[config.mk]
export PLATFORM = sky130hd
export DESIGN_NAME = led_matrix_chain_frame_builder
export DESIGN_NICKNAME = d
export VERILOG_FILES = /design/src/hdl/lmcfb_pkg.sv /design/src/hdl/lmcfb_ram.sv /design/src/hdl/lmcfb_ctrl.sv /design/src/hdl/lmcfb_dp.sv /design/src/hdl/led_matrix_chain_frame_builder.sv
export SDC_FILE = /design/constraint.sdc
export NUM_CORES = 1
export LEC_CHECK = 0
export ABC_AREA = 1
export BUFFER_PORTS_ARGS = -buffer_cell sky130_fd_sc_hd__buf_2
export CAP_MARGIN = 20
export CORE_MARGIN = 2
export CORE_UTILIZATION = 60
export CTS_CLUSTER_DIAMETER = 80
export CTS_CLUSTER_SIZE = 24
export DETAILED_ROUTE_END_ITERATION = 16
export PLACE_DENSITY = 0.84
export SYNTH_ARGS = -nofsm -noshare
export SYNTH_HDL_FRONTEND = slang
export SYNTH_SLANG_ARGS = --single-unit
[constraint.sdc]
create_clock -name i_clk -period 3.3 [get_ports i_clk]
set_input_delay 0.33 -clock i_clk [delete_from_list [all_inputs] [get_ports i_clk]]
set_output_delay 0.33 -clock i_clk [all_outputs]
set_load 0.05 [all_outputs]
[src/hdl/lmcfb_pkg.sv]
`timescale 1ns / 1ps

package lmcfb_pkg;

    localparam int MAX_DEVICES = 8;

    localparam logic [3:0] DEV_COUNT_RESET = 4'd8;

    // Command codes
    localparam logic [3:0] OP_SET_LED    = 4'd0;
    localparam logic [3:0] OP_SET_ROW    = 4'd1;
    localparam logic [3:0] OP_SET_COL    = 4'd2;
    localparam logic [3:0] OP_CLEAR_DEV  = 4'd3;
    localparam logic [3:0] OP_PUSH_ROW   = 4'd4;
    localparam logic [3:0] OP_PUSH_RALL  = 4'd5;
    localparam logic [3:0] OP_POWER_DOWN = 4'd6;
    localparam logic [3:0] OP_BRIGHTNESS = 4'd7;
    localparam logic [3:0] OP_SCAN_LIMIT = 4'd8;
    localparam logic [3:0] OP_RAW_WRITE  = 4'd9;
    localparam logic [3:0] OP_PUSH_ALL   = 4'd10;

    // Chip register addresses
    localparam logic [3:0] REG_NOOP      = 4'd0;
    localparam logic [3:0] REG_INTENSITY = 4'd10;
    localparam logic [3:0] REG_SCANLIMIT = 4'd11;
    localparam logic [3:0] REG_SHUTDOWN  = 4'd12;

    localparam logic [7:0] INTENSITY_LIMIT = 8'd16;
    localparam logic [7:0] SCAN_LIMIT_MAX  = 8'd8;

    typedef struct packed {
        logic [3:0] command;
        logic [2:0] device;
        logic [2:0] row;
        logic [2:0] column;
        logic       bit_value;
        logic       send;
        logic [7:0] value;
        logic [3:0] reg_select;
    } t_in_item;

    typedef struct packed {
        logic [2:0] chain_position;
        logic [3:0] reg_address;
        logic [7:0] reg_data;
        logic       end_of_frame;
        logic       last;
    } t_out_item;

    typedef enum logic [2:0] {
        S_IDLE,
        S_DECODE,
        S_PREP_RD,
        S_PREP_WR,
        S_WORD_RD,
        S_WORD_OUT
    } t_state;

    // Controller to datapath
    typedef struct packed {
        logic load;
        logic prep_rd;
        logic prep_wr;
        logic word_rd;
        logic word_out;
        logic next_row;
    } t_dp_cmd;

    // Datapath to controller
    typedef struct packed {
        logic act;
        logic emit;
        logic multi_row;
        logic row_all;
        logic pos_zero;
        logic row_last;
        logic out_free;
    } t_dp_sts;

endpackage

[src/hdl/lmcfb_ram.sv]
`timescale 1ns / 1ps

module lmcfb_ram #(
    parameter int WIDTH = 8,
    parameter int DEPTH = 64
) (
    input  logic                     i_clk,
    input  logic                     i_we,
    input  logic [$clog2(DEPTH)-1:0] i_waddr,
    input  logic [WIDTH-1:0]         i_wdata,
    input  logic                     i_re,
    input  logic [$clog2(DEPTH)-1:0] i_raddr,
    output logic [WIDTH-1:0]         o_rdata
);

    logic [WIDTH-1:0] r_mem [DEPTH];
    logic [WIDTH-1:0] r_rdata;

    always_ff @(posedge i_clk) begin
        if (i_we) begin
            r_mem[i_waddr] <= i_wdata;
        end
        if (i_re) begin
            r_rdata <= r_mem[i_raddr];
        end
    end

    assign o_rdata = r_rdata;

endmodule

[src/hdl/lmcfb_ctrl.sv]
`timescale 1ns / 1ps

module lmcfb_ctrl (
    input  logic              i_clk,
    input  logic              i_rst_n,
    input  logic              i_in_valid,
    output logic              o_in_stall,
    input  lmcfb_pkg::t_dp_sts i_sts,
    output lmcfb_pkg::t_dp_cmd o_cmd
);

    lmcfb_pkg::t_state r_state;
    lmcfb_pkg::t_state n_state;

    always_ff @(posedge i_clk) begin
        if (!i_rst_n) begin
            r_state <= lmcfb_pkg::S_IDLE;
        end else begin
            r_state <= n_state;
        end
    end

    always_comb begin
        n_state    = r_state;
        o_cmd      = '0;
        o_in_stall = 1'b1;
        unique case (r_state)
            lmcfb_pkg::S_IDLE: begin
                o_in_stall = 1'b0;
                if (i_in_valid) begin
                    o_cmd.load = 1'b1;
                    n_state    = lmcfb_pkg::S_DECODE;
                end
            end
            lmcfb_pkg::S_DECODE: begin
                if (!i_sts.act) begin
                    n_state = lmcfb_pkg::S_IDLE;
                end else if (i_sts.row_all) begin
                    n_state = lmcfb_pkg::S_WORD_RD;
                end else begin
                    n_state = lmcfb_pkg::S_PREP_RD;
                end
            end
            lmcfb_pkg::S_PREP_RD: begin
                o_cmd.prep_rd = 1'b1;
                n_state       = lmcfb_pkg::S_PREP_WR;
            end
            lmcfb_pkg::S_PREP_WR: begin
                o_cmd.prep_wr = 1'b1;
                if (i_sts.emit) begin
                    n_state = lmcfb_pkg::S_WORD_RD;
                end else if (i_sts.multi_row && !i_sts.row_last) begin
                    o_cmd.next_row = 1'b1;
                    n_state        = lmcfb_pkg::S_PREP_RD;
                end else begin
                    n_state = lmcfb_pkg::S_IDLE;
                end
            end
            lmcfb_pkg::S_WORD_RD: begin
                o_cmd.word_rd = 1'b1;
                n_state       = lmcfb_pkg::S_WORD_OUT;
            end
            lmcfb_pkg::S_WORD_OUT: begin
                // hold until the output register can take the word
                if (i_sts.out_free) begin
                    o_cmd.word_out = 1'b1;
                    if (!i_sts.pos_zero) begin
                        n_state = lmcfb_pkg::S_WORD_RD;
                    end else if (i_sts.multi_row && !i_sts.row_last) begin
                        o_cmd.next_row = 1'b1;
                        n_state = i_sts.row_all ? lmcfb_pkg::S_WORD_RD
                                                : lmcfb_pkg::S_PREP_RD;
                    end else begin
                        n_state = lmcfb_pkg::S_IDLE;
                    end
                end
            end
            default: begin
                n_state = lmcfb_pkg::S_IDLE;
            end
        endcase
    end

endmodule

[src/hdl/lmcfb_dp.sv]
`timescale 1ns / 1ps

module lmcfb_dp #(
    parameter int MAX_DEVICES = lmcfb_pkg::MAX_DEVICES
) (
    input  logic                 i_clk,
    input  logic                 i_rst_n,
    input  logic                 i_cfg_we,
    input  logic [3:0]           i_cfg_data,
    input  lmcfb_pkg::t_in_item  i_in_item,
    input  lmcfb_pkg::t_dp_cmd   i_cmd,
    output lmcfb_pkg::t_dp_sts   o_sts,
    output logic                 o_out_valid,
    input  logic                 i_out_stall,
    output lmcfb_pkg::t_out_item o_out_item
);

    localparam int         DEPTH   = 8 * MAX_DEVICES;
    localparam int         AW      = $clog2(DEPTH);
    localparam logic [3:0] MAX_LEN = 4'(MAX_DEVICES);

    function automatic logic f_multi_row(input logic [3:0] cmd);
        return (cmd == lmcfb_pkg::OP_SET_COL) || (cmd == lmcfb_pkg::OP_CLEAR_DEV) ||
               (cmd == lmcfb_pkg::OP_PUSH_ALL);
    endfunction

    function automatic logic [AW-1:0] f_addr(input logic [2:0] row, input logic [2:0] chip);
        return AW'(int'(row) * MAX_DEVICES + int'(chip));
    endfunction

    logic [3:0]           r_dev_count;
    lmcfb_pkg::t_in_item  r_item;
    logic [2:0]           r_row;
    logic [2:0]           r_pos;
    logic [3:0]           r_word_addr;
    logic [7:0]           r_word_data;
    logic [DEPTH-1:0]     r_valid;
    logic                 r_rd_valid;
    logic                 r_out_valid;
    lmcfb_pkg::t_out_item r_out_item;

    logic [3:0]           w_len;
    logic [2:0]           w_pos_init;
    logic                 w_dev_ok;
    logic                 w_act;
    logic                 w_emit;
    logic                 w_writes;
    logic                 w_row_all;
    logic                 w_out_free;
    logic                 w_ram_re;
    logic [AW-1:0]        w_raddr;
    logic [AW-1:0]        w_waddr;
    logic [7:0]           w_ram_q;
    logic [7:0]           w_old;
    logic [7:0]           w_mask;
    logic                 w_bit;
    logic [7:0]           w_new;
    logic [3:0]           w_row_reg;
    logic [3:0]           n_word_addr;
    logic [7:0]           n_word_data;
    lmcfb_pkg::t_out_item w_word;

    // Chain length: out-of-range counts act as the full chain
    assign w_len = (r_dev_count == 4'd0 || r_dev_count > MAX_LEN) ? MAX_LEN : r_dev_count;
    assign w_pos_init = 3'(w_len - 4'd1);
    assign w_dev_ok   = {1'b0, r_item.device} < w_len;
    assign w_row_reg  = {1'b0, r_row} + 4'd1;

    always_comb begin
        w_act     = 1'b0;
        w_emit    = 1'b0;
        w_writes  = 1'b0;
        w_row_all = 1'b0;
        unique case (r_item.command) inside
            lmcfb_pkg::OP_SET_LED, lmcfb_pkg::OP_SET_ROW, lmcfb_pkg::OP_SET_COL: begin
                w_act    = w_dev_ok;
                w_emit   = r_item.send;
                w_writes = 1'b1;
            end
            lmcfb_pkg::OP_CLEAR_DEV: begin
                w_act    = w_dev_ok;
                w_emit   = 1'b1;
                w_writes = 1'b1;
            end
            lmcfb_pkg::OP_PUSH_ROW, lmcfb_pkg::OP_POWER_DOWN, lmcfb_pkg::OP_RAW_WRITE: begin
                w_act  = w_dev_ok;
                w_emit = 1'b1;
            end
            lmcfb_pkg::OP_BRIGHTNESS: begin
                w_act  = w_dev_ok && (r_item.value < lmcfb_pkg::INTENSITY_LIMIT);
                w_emit = 1'b1;
            end
            lmcfb_pkg::OP_SCAN_LIMIT: begin
                w_act  = w_dev_ok && (r_item.value < lmcfb_pkg::SCAN_LIMIT_MAX);
                w_emit = 1'b1;
            end
            lmcfb_pkg::OP_PUSH_RALL, lmcfb_pkg::OP_PUSH_ALL: begin
                w_act     = 1'b1;
                w_emit    = 1'b1;
                w_row_all = 1'b1;
            end
            default: begin
                w_act = 1'b0;
            end
        endcase
    end

    // Frame store: never-written entries read as zero through the valid bits
    assign w_ram_re = i_cmd.prep_rd || i_cmd.word_rd;
    assign w_raddr  = i_cmd.word_rd ? f_addr(r_row, r_pos) : f_addr(r_row, r_item.device);
    assign w_waddr  = f_addr(r_row, r_item.device);

    lmcfb_ram #(
        .WIDTH (8),
        .DEPTH (DEPTH)
    ) u_store (
        .i_clk   (i_clk),
        .i_we    (i_cmd.prep_wr && w_writes),
        .i_waddr (w_waddr),
        .i_wdata (w_new),
        .i_re    (w_ram_re),
        .i_raddr (w_raddr),
        .o_rdata (w_ram_q)
    );

    assign w_old  = r_rd_valid ? w_ram_q : 8'h00;
    assign w_mask = 8'h80 >> r_item.column;
    assign w_bit  = (r_item.command == lmcfb_pkg::OP_SET_COL) ?
                    r_item.value[3'd7 - r_row] : r_item.bit_value;

    always_comb begin
        w_new = w_old;
        case (r_item.command) inside
            lmcfb_pkg::OP_SET_LED,
            lmcfb_pkg::OP_SET_COL:   w_new = w_bit ? (w_old | w_mask) : (w_old & ~w_mask);
            lmcfb_pkg::OP_SET_ROW:   w_new = r_item.value;
            lmcfb_pkg::OP_CLEAR_DEV: w_new = 8'h00;
            default:                 w_new = w_old;
        endcase
    end

    always_comb begin
        n_word_addr = lmcfb_pkg::REG_NOOP;
        n_word_data = 8'h00;
        unique case (r_item.command) inside
            lmcfb_pkg::OP_SET_LED, lmcfb_pkg::OP_SET_ROW, lmcfb_pkg::OP_SET_COL,
            lmcfb_pkg::OP_CLEAR_DEV, lmcfb_pkg::OP_PUSH_ROW: begin
                n_word_addr = w_row_reg;
                n_word_data = w_new;
            end
            lmcfb_pkg::OP_POWER_DOWN: begin
                n_word_addr = lmcfb_pkg::REG_SHUTDOWN;
                n_word_data = {7'd0, ~r_item.bit_value};
            end
            lmcfb_pkg::OP_BRIGHTNESS: begin
                n_word_addr = lmcfb_pkg::REG_INTENSITY;
                n_word_data = r_item.value;
            end
            lmcfb_pkg::OP_SCAN_LIMIT: begin
                n_word_addr = lmcfb_pkg::REG_SCANLIMIT;
                n_word_data = r_item.value;
            end
            lmcfb_pkg::OP_RAW_WRITE: begin
                n_word_addr = r_item.reg_select;
                n_word_data = r_item.value;
            end
            default: begin
                n_word_addr = lmcfb_pkg::REG_NOOP;
            end
        endcase
    end

    // Word for the current chain position
    always_comb begin
        w_word.chain_position = r_pos;
        w_word.end_of_frame   = (r_pos == 3'd0);
        w_word.last           = (r_pos == 3'd0) &&
                                !(f_multi_row(r_item.command) && r_row != 3'd7);
        if (w_row_all) begin
            w_word.reg_address = w_row_reg;
            w_word.reg_data    = w_old;
        end else if (r_pos == r_item.device) begin
            w_word.reg_address = r_word_addr;
            w_word.reg_data    = r_word_data;
        end else begin
            w_word.reg_address = lmcfb_pkg::REG_NOOP;
            w_word.reg_data    = 8'h00;
        end
    end

    assign w_out_free = !r_out_valid || !i_out_stall;

    always_ff @(posedge i_clk) begin
        if (!i_rst_n) begin
            r_dev_count <= lmcfb_pkg::DEV_COUNT_RESET;
            r_valid     <= '0;
            r_out_valid <= 1'b0;
        end else begin
            if (i_cfg_we) begin
                r_dev_count <= i_cfg_data;
            end
            if (i_cmd.prep_wr && w_writes) begin
                r_valid[w_waddr] <= 1'b1;
            end
            if (i_cmd.word_out) begin
                r_out_valid <= 1'b1;
            end else if (!i_out_stall) begin
                r_out_valid <= 1'b0;
            end
        end
    end

    always_ff @(posedge i_clk) begin
        if (i_cmd.load) begin
            r_item <= i_in_item;
            r_row  <= f_multi_row(i_in_item.command) ? 3'd0 : i_in_item.row;
            r_pos  <= w_pos_init;
        end else if (i_cmd.next_row) begin
            r_row <= r_row + 3'd1;
            r_pos <= w_pos_init;
        end else if (i_cmd.word_out) begin
            r_pos <= r_pos - 3'd1;
        end
        if (w_ram_re) begin
            r_rd_valid <= r_valid[w_raddr];
        end
        if (i_cmd.prep_wr) begin
            r_word_addr <= n_word_addr;
            r_word_data <= n_word_data;
        end
        if (i_cmd.word_out) begin
            r_out_item <= w_word;
        end
    end

    assign o_sts.act       = w_act;
    assign o_sts.emit      = w_emit;
    assign o_sts.multi_row = f_multi_row(r_item.command);
    assign o_sts.row_all   = w_row_all;
    assign o_sts.pos_zero  = (r_pos == 3'd0);
    assign o_sts.row_last  = (r_row == 3'd7);
    assign o_sts.out_free  = w_out_free;

    assign o_out_valid = r_out_valid;
    assign o_out_item  = r_out_item;

endmodule

[src/hdl/led_matrix_chain_frame_builder.sv]
`timescale 1ns / 1ps
// Sequence: a command is accepted and decoded; then, for per-chip commands, the frame store
// entry is read and, for LED updates, written back once per frame (read-modify-write). Each
// chain word then takes a frame store read and an output load, and waits while the output
// stalls. The push-row-to-all and push-all commands skip the read-modify-write. A dropped
// item ends after decode; no new command is accepted until the current one is finished.
// Reset (synchronous, active low): chip count 8, frame store reads as zero at once.

module led_matrix_chain_frame_builder #(
    parameter int MAX_DEVICES = lmcfb_pkg::MAX_DEVICES
) (
    input  logic                 i_clk,
    input  logic                 i_rst_n,
    input  logic                 i_cfg_we,
    input  logic [3:0]           i_cfg_data,
    input  logic                 i_in_valid,
    output logic                 o_in_stall,
    input  lmcfb_pkg::t_in_item  i_in_item,
    output logic                 o_out_valid,
    input  logic                 i_out_stall,
    output lmcfb_pkg::t_out_item o_out_item
);

    lmcfb_pkg::t_dp_cmd w_cmd;
    lmcfb_pkg::t_dp_sts w_sts;

    // Sequencer: decode, per-frame buffer update for per-chip commands, then one word per chain position
    lmcfb_ctrl u_ctrl (
        .i_clk      (i_clk),
        .i_rst_n    (i_rst_n),
        .i_in_valid (i_in_valid),
        .o_in_stall (o_in_stall),
        .i_sts      (w_sts),
        .o_cmd      (w_cmd)
    );

    // Frame store, chip count register, word builder and output register
    lmcfb_dp #(
        .MAX_DEVICES (MAX_DEVICES)
    ) u_dp (
        .i_clk       (i_clk),
        .i_rst_n     (i_rst_n),
        .i_cfg_we    (i_cfg_we),
        .i_cfg_data  (i_cfg_data),
        .i_in_item   (i_in_item),
        .i_cmd       (w_cmd),
        .o_sts       (w_sts),
        .o_out_valid (o_out_valid),
        .i_out_stall (i_out_stall),
        .o_out_item  (o_out_item)
    );

`ifndef SYNTHESIS
    // the last word of a command always closes a frame
    a_last_ends_frame: assert property (@(posedge i_clk) disable iff (!i_rst_n)
        o_out_valid && o_out_item.last |-> o_out_item.end_of_frame)
        else $error("last word without end of frame");

    // only position zero closes a frame
    a_eof_position: assert property (@(posedge i_clk) disable iff (!i_rst_n)
        o_out_valid && o_out_item.end_of_frame |-> o_out_item.chain_position == 3'd0)
        else $error("end of frame away from position zero");

    // the input is stalled in the cycle after an item is accepted
    a_one_at_a_time: assert property (@(posedge i_clk) disable iff (!i_rst_n)
        i_in_valid && !o_in_stall |=> o_in_stall)
        else $error("second item accepted back to back");

    // a word is loaded only into a free output register
    a_no_overwrite: assert property (@(posedge i_clk) disable iff (!i_rst_n)
        w_cmd.word_out |-> !o_out_valid || !i_out_stall)
        else $error("pending word overwritten");
`endif

endmodule
# --- Word level (Yosys, flattened, before mapping) ---
# Memory sizes are Yosys's and may differ from the RTL's. A register that Yosys moved wholly into a read port is not among the register bits.
# Index checks and enable logic that the tools add are counted.
totals:
  regBits: 132
  ram_bits: 512
  elab_cells: 153
  memories: 1
mem_list:
  columns: ["name", "depth", "width", "read_ports", "rd_clocked_by_memory_dff", "wr", "line_no", "source"]
  rows:
  - ["u_dp.u_store.r_mem", 64, 8, 1, 1, 1, "lmcfb_ram.sv:16", "logic [WIDTH-1:0] r_mem [DEPTH];"]
op_classes:
  shift: 1
  reduce_logical: 33
  n_lt_le_gt_ge: 8
  n_addsub: 7
  muxes: 53
  bitwise_logic: 5
  n_eq_ne: 24
ops:
  columns: ["operator", "n"]
  rows:
  - ["$or 64x64->64", 1]
  - ["$mux 8", 5]
  - ["$mux 3", 13]
  - ["$mux 12", 2]
  - ["$pmux 8 s3", 1]
  - ["$mux 1", 20]
  - ["$pmux 4 s5", 1]
  - ["$pmux 3 s6", 1]
  - ["$eq 4x2->1 const B", 4]
  - ["$eq 4x3->1 const B", 4]
  - ["$eq 4x4->1 const B", 4]
  - ["$lt 6x7->1 const B", 2]
  - ["$add 6x3->6", 2]
  - ["$eq 3x3->1 const B", 3]
  - ["$and 8x8->8", 1]
  - ["$logic_not 4->1", 2]
  - ["$lt 8x4->1 const B", 1]
  - ["$lt 8x5->1 const B", 1]
  - ["$not 8->8", 1]
  - ["$or 8x8->8", 1]
  - ["$reduce_or 8->1", 1]
  - ["$shr 8x3->8 const A", 1]
  - ["$logic_and 1x1->1", 7]
  - ["$logic_or 1x1->1", 7]
  - ["other kinds (34)", 45]

# --- Longest topological paths before layout ---
logic_depth:
  depth_word: 11
  mapped_depth: 15

# --- By module ---
# From an unflattened synthesis, not the netlist that was laid out.
unflattened:
  cells_unflattened: 2648
  area_unflattened_um2: 28039.4
by_module_without_submodules:
  columns: ["mod", "instances", "cells_per_inst", "seq_area_each_um2", "area_per_inst_um2"]
  rows:
  - ["lmcfb_ram", 1, 1805, 15615.0, 21419.3]
  - ["lmcfb_dp", 1, 791, 3183.1, 6331.1]
  - ["lmcfb_ctrl", 1, 52, 60.1, 289.0]

# --- Worst setup path before layout ---
# OpenSTA, ideal clock, no wires.
synth_timing:
  path_type: "register to register"
  from: "register u_dp.r_row[0]"
  to: "memory u_dp.u_store.r_mem[0][0], data pin"
  path_slack_ps: 778
  t_arrival_ps: 2163
  synth_period_minus_slack_ps: 2522
  setup_time_ps: 359
  path_buffers: 1
  stages_incl_launch_ff: 9
  t_required_ps: 2941
  path_cell_list: "edfxtp_1 -> clkbuf_1 -> o21ai_0 -> nand2_1 -> nand2_1 -> nand2_1 -> a31oi_1 -> o21ai_0 -> nand2_1"
synth_via:
  elab_chain_cells: 6
synth_rtl:
  columns: ["element", "line_no", "source"]
  rows:
  - ["start, declared", "lmcfb_dp.sv:33", "logic [2:0] r_row;"]
  - ["start signal, assigned", "lmcfb_dp.sv:216", "r_row <= f_multi_row(i_in_item.command) ? 3'd0 : i_in_item.row;"]
  - ["start signal, assigned", "lmcfb_dp.sv:219", "r_row <= r_row + 3'd1;"]
  - ["$sub 3x3->3", "lmcfb_dp.sv:129", "r_item.value[3'd7 - r_row] : r_item.bit_value;"]
  - ["$bmux 1 s3", "lmcfb_dp.sv:129", null]
  - ["$mux 1 (implied by the code)", "lmcfb_dp.sv:129", null]
  - ["$mux 1", "lmcfb_dp.sv:128", "assign w_bit = (r_item.command == lmcfb_pkg::OP_SET_COL) ?"]
  - ["$mux 8", "lmcfb_dp.sv:135", "lmcfb_pkg::OP_SET_COL: w_new = w_bit ? (w_old | w_mask) : (w_old & ~w_mask);"]
  - ["$mux 8", "lmcfb_dp.sv:133", "case (r_item.command) inside"]
  - ["net u_dp.u_store.i_wdata[0]", "lmcfb_ram.sv:10", "input logic [WIDTH-1:0] i_wdata,"]
  - ["end, declared", "lmcfb_ram.sv:16", null]
# The timed path passes the listed nets, and every way through them passes these cells. The select of a mux whose other input is x is not followed.

# --- Worst setup path in the final report ---
layout_timing:
  from: "register u_dp.r_pos[0]"
  to: "register u_dp.u_store.r_rdata[2], in the netlist u_dp.u_store.o_rdata[2] (read register of u_dp.u_store.r_mem), data pin"
layout_via:
  elab_chain_cells: 2
layout_rtl:
  columns: ["element", "line_no", "source"]
  rows:
  - ["start, declared", "lmcfb_dp.sv:34", "logic [2:0] r_pos;"]
  - ["start signal, assigned", "lmcfb_dp.sv:217", "r_pos <= w_pos_init;"]
  - ["start signal, assigned", "lmcfb_dp.sv:220", "r_pos <= w_pos_init;"]
  - ["start signal, assigned", "lmcfb_dp.sv:222", "r_pos <= r_pos - 3'd1;"]
  - ["$add 6x3->6", "lmcfb_dp.sv:28", "return AW'(int'(row) * MAX_DEVICES + int'(chip));"]
  - ["$mux 6", "lmcfb_dp.sv:110", "assign w_raddr = i_cmd.word_rd ? f_addr(r_row, r_pos) : f_addr(r_row, r_item.device);"]
  - ["end, declared", "lmcfb_ram.sv:17", "logic [WIDTH-1:0] r_rdata;"]
# Every way passes these cells.
# A chain may end at the register's enable or synchronous reset.

==> qor.yml <==
status:
  status: "completed"
worst_setup_path:
  crit_fanout: 74
  cp-end-kind: "flip-flop"
  cp.buffers_inverters: 2
  crit_top_cell: "nand3_1"
  critical_path_class: "reg2reg"
  crit_path_start_kind: "flip-flop"
  worstPathCellList: "inv_1, nand3_1, nand2_8, buf_12, nand2_1, nand3_1, nand3_1, nand3_1, nand2_1, nor2_1, nand3_1"
  max_stage_delay_ps: 500
  timing.critical_path.slowest_stage_cell: "edfxtp_1"
  crit_required_ps: 3620
  path_delay_family: "simple AND/OR/NAND/NOR gates"
  cp.arrival_ps: 3270
timing:
  rsz0062_at_grt: "false"
  fin_crit_sh_pct: 89.3
  maxSlewViolCount: 0
  hold_viol_final: 0
  finalCriticalPeriod_ps: 2950
  fmax_mhz: 339
  finClkSkew_ps: 32.8
  slew_headroom_pct: 31.1
  finalSetupViolations: 0
  finalSetupTns_ps: 0
  worst_slew_pin_slew_ps: 1030
floorplan:
  dieArea_um2: 48900
  die_width_um: 221
  num_rows: 79
  fp.dieH_um: 221
  coreArea_um2: 46600
  initial_core_util_pct: 60.8
  io_pins: 55
clock_network:
  clock_path_buffers: 3
  htree_levels: 2
  cts_tree: "done"
  path_clk_slew_ps: 90
  numCtsBuffers: 34
  post_cts_buffers: 0
  clock_sinks: 652
  clock_latency_ps: 590
  cts_root_buf: "clkbuf_16"
grt:
  first_global_vias: 20400
  grt_antenna_before_repair: 1
  grt_busiest_layer: "met2"
  grt_first_pass_wirelength_um: 113000
  grt_max_degree: 75
  grtUsageMet3_pct: 5.32
  gr-usage-all-layers_pct: 29.9
  grt_use_met2_pct: 48.6
  grt_overflow: 0
  use_met1_pct: 38.7
finish:
  drive_gt1_share_pct: 7.55
  fillers: 3318
  multi_input_area_um2: 7360
  regArea_um2: 18900
  syn_to_final_growth_pct: 10.0
  fin_nets: 2982
  insertedDiodeCount: 0
  instances_no_fill: 3572
logic_synthesis:
  synth.area.top_cells: "edfxtp_1, nand2_1, nand3_1"
  ys_seq_elements: 652
  synth.most_common_cell: "nand2_1"
  syn_avg_cell_area_um2: 9.95
  synth_edf_count: 580
  syn_area_um2: 28300
  synthFlopType: "edfxtp_1"
  synth_warnings: 0
  syn_nets: 2889
  synthCells: 2846
  synth_top_cell_by_area: "edfxtp_1"
  synth_top_cells_by_count: "nand2_1, edfxtp_1, inv_1"
  netlist.area_leader.share_pct: 61.5
  ys_types: 35
  synth-async-reset-ratio_pct: 0
  seq_area_frac_synth_pct: 66.6
detailed_routing:
  via_per_inst: 5.86
  ant_nets: 0
  drtPass1Iterations: 6
  wl_um: 73500
  post_drt_wl_per_cell_um: 20.6
  drt_iter0_markers: 3114
  drc_errors: 0
  vias: 20900
placement:
  dp_cells: 3482
  place.gp.congestion: 0.913
  io_buffer_count: 54
  dp_hpwl_um: 44000
run:
  cap_violations: 0
power:
  peakVddDrop_mv: 0.655
  leakage_nw: 12.7
  powerDensity_nw_per_um2: 513
min_path:
  worstHoldPathType: "in2reg"
==> area by class of cell <==
class                           instances  share of cell area [%]
Clock buffer                           54                    3.18
Clock inverter                          8                   0.353
Inverter                              399                    4.81
Multi-Input combinational cell       1665                    23.6
Sequential cell                       652                    60.5
Tap cell                              607                    2.44
Timing Repair Buffer                  187                    5.10
==> kinds of logic (layout without fill, tap and decap cells) <==
family	Yosys count	in the layout	share of synthesized area, %
adders and majority gates	7	7	0.309
AOI/OAI and AO/OA	206	206	4.32
buffers and inverters	529	648	7.62
xor gates and xnor gates	5	5	0.155
DFF	652	652	66.6
and+or+nand+nor	1447	1447	21.0
==> worst register-to-register path, stage by stage, from the launching register on <==
cell and delay, ps:
edfxtp_1 500, inv_1 160, nand3_1 230, nand2_8 460, buf_12 320, nand2_1 100
nand3_1 110, nand3_1 80, nand3_1 210, nand2_1 130, nor2_1 250, nand3_1 140
==> what timing repair did <==
item                      CTS  global route
resized for setup           0             0
hold buffers               28             0
hold endpoints to repair   27             0
==> per-stage QoR <==
step | cell area, um^2 | util, % | hold WS (ps) | power, mW | setup WS [ps]
2_1_floorplan | 28300 | - | 429 | 10.5 | 778
3_3_place_gp | 29800 | 64.0 | 450 | 11.1 | 534
3_5_place_dp | 29800 | 64.0 | 459 | 11.2 | 468
4_1_cts | 31200 | 66.9 | 1.96 | 15.9 | 398
5_1_grt | 31200 | 66.9 | 21.1 | 16.4 | 242
6_report | 31200 | 66.9 | 6.38 | 16.0 | 352
==> cells in the final DEF (no fill, tap or decap), types with 28 or more instances in the layout <==
| master | netlist | final |
|---|---|---|
| o211ai_1 | 55 | 55 |
| dlygate4sd3_1 | 0 | 28 |
| nor2_1 | 254 | 254 |
| edfxtp_1 | 580 | 580 |
| inv_1 | 397 | 397 |
| nand2_1 | 812 | 804 |
| o21ai_0 | 107 | 107 |
| clkbuf_16 | 0 | 37 |
| buf_4 | 29 | 85 |
| dfxtp_1 | 72 | 72 |
| buf_2 | 50 | 54 |
| nand3_1 | 361 | 361 |
==> report_power, final <==
group	switching [mW]	internal, mW	leakage [nW]	total [mW]
Clock	2.60	2.27	0.524	4.87
Combinational	1.39	0.519	6.32	1.91
Sequential	0.0648	9.13	5.88	9.19
==> metal layers <==
layer,wire (um),up-vias
li1,-,9491
met5,13,-
met2,34900,1364
met1,26600,9822
met4,3790,2
met3,8200,249
==> registers in the layout, summed over array words and instances (netlist names) <==
signal	count
u_dp.r_item	24
u_dp.r_word_data	8
u_dp.r_dev_count	4
u_dp.r_word_addr	4
u_dp.o_out_valid	1
u_dp.u_store.o_rdata	8
u_dp.o_out_item	17
u_dp.r_row	3
u_ctrl.r_state	3
u_dp.r_rd_valid	1
u_dp.r_pos	3
u_dp.r_valid	64
u_dp.u_store.r_mem	512
==> worst paths after layout <==
path	start	to	slack, ps	depth (start not counted)
max	u_dp.r_pos[0]	u_dp.u_store.o_rdata[2]	350	11
min	i_cfg_data[0]	u_dp.r_dev_count[0]	6	3
max reg2reg	u_dp.r_pos[0]	u_dp.u_store.o_rdata[2]	350	11
min reg2reg	u_dp.r_valid[44]	u_dp.r_valid[44]	470	2
Power figures use the tool's default switching activity.
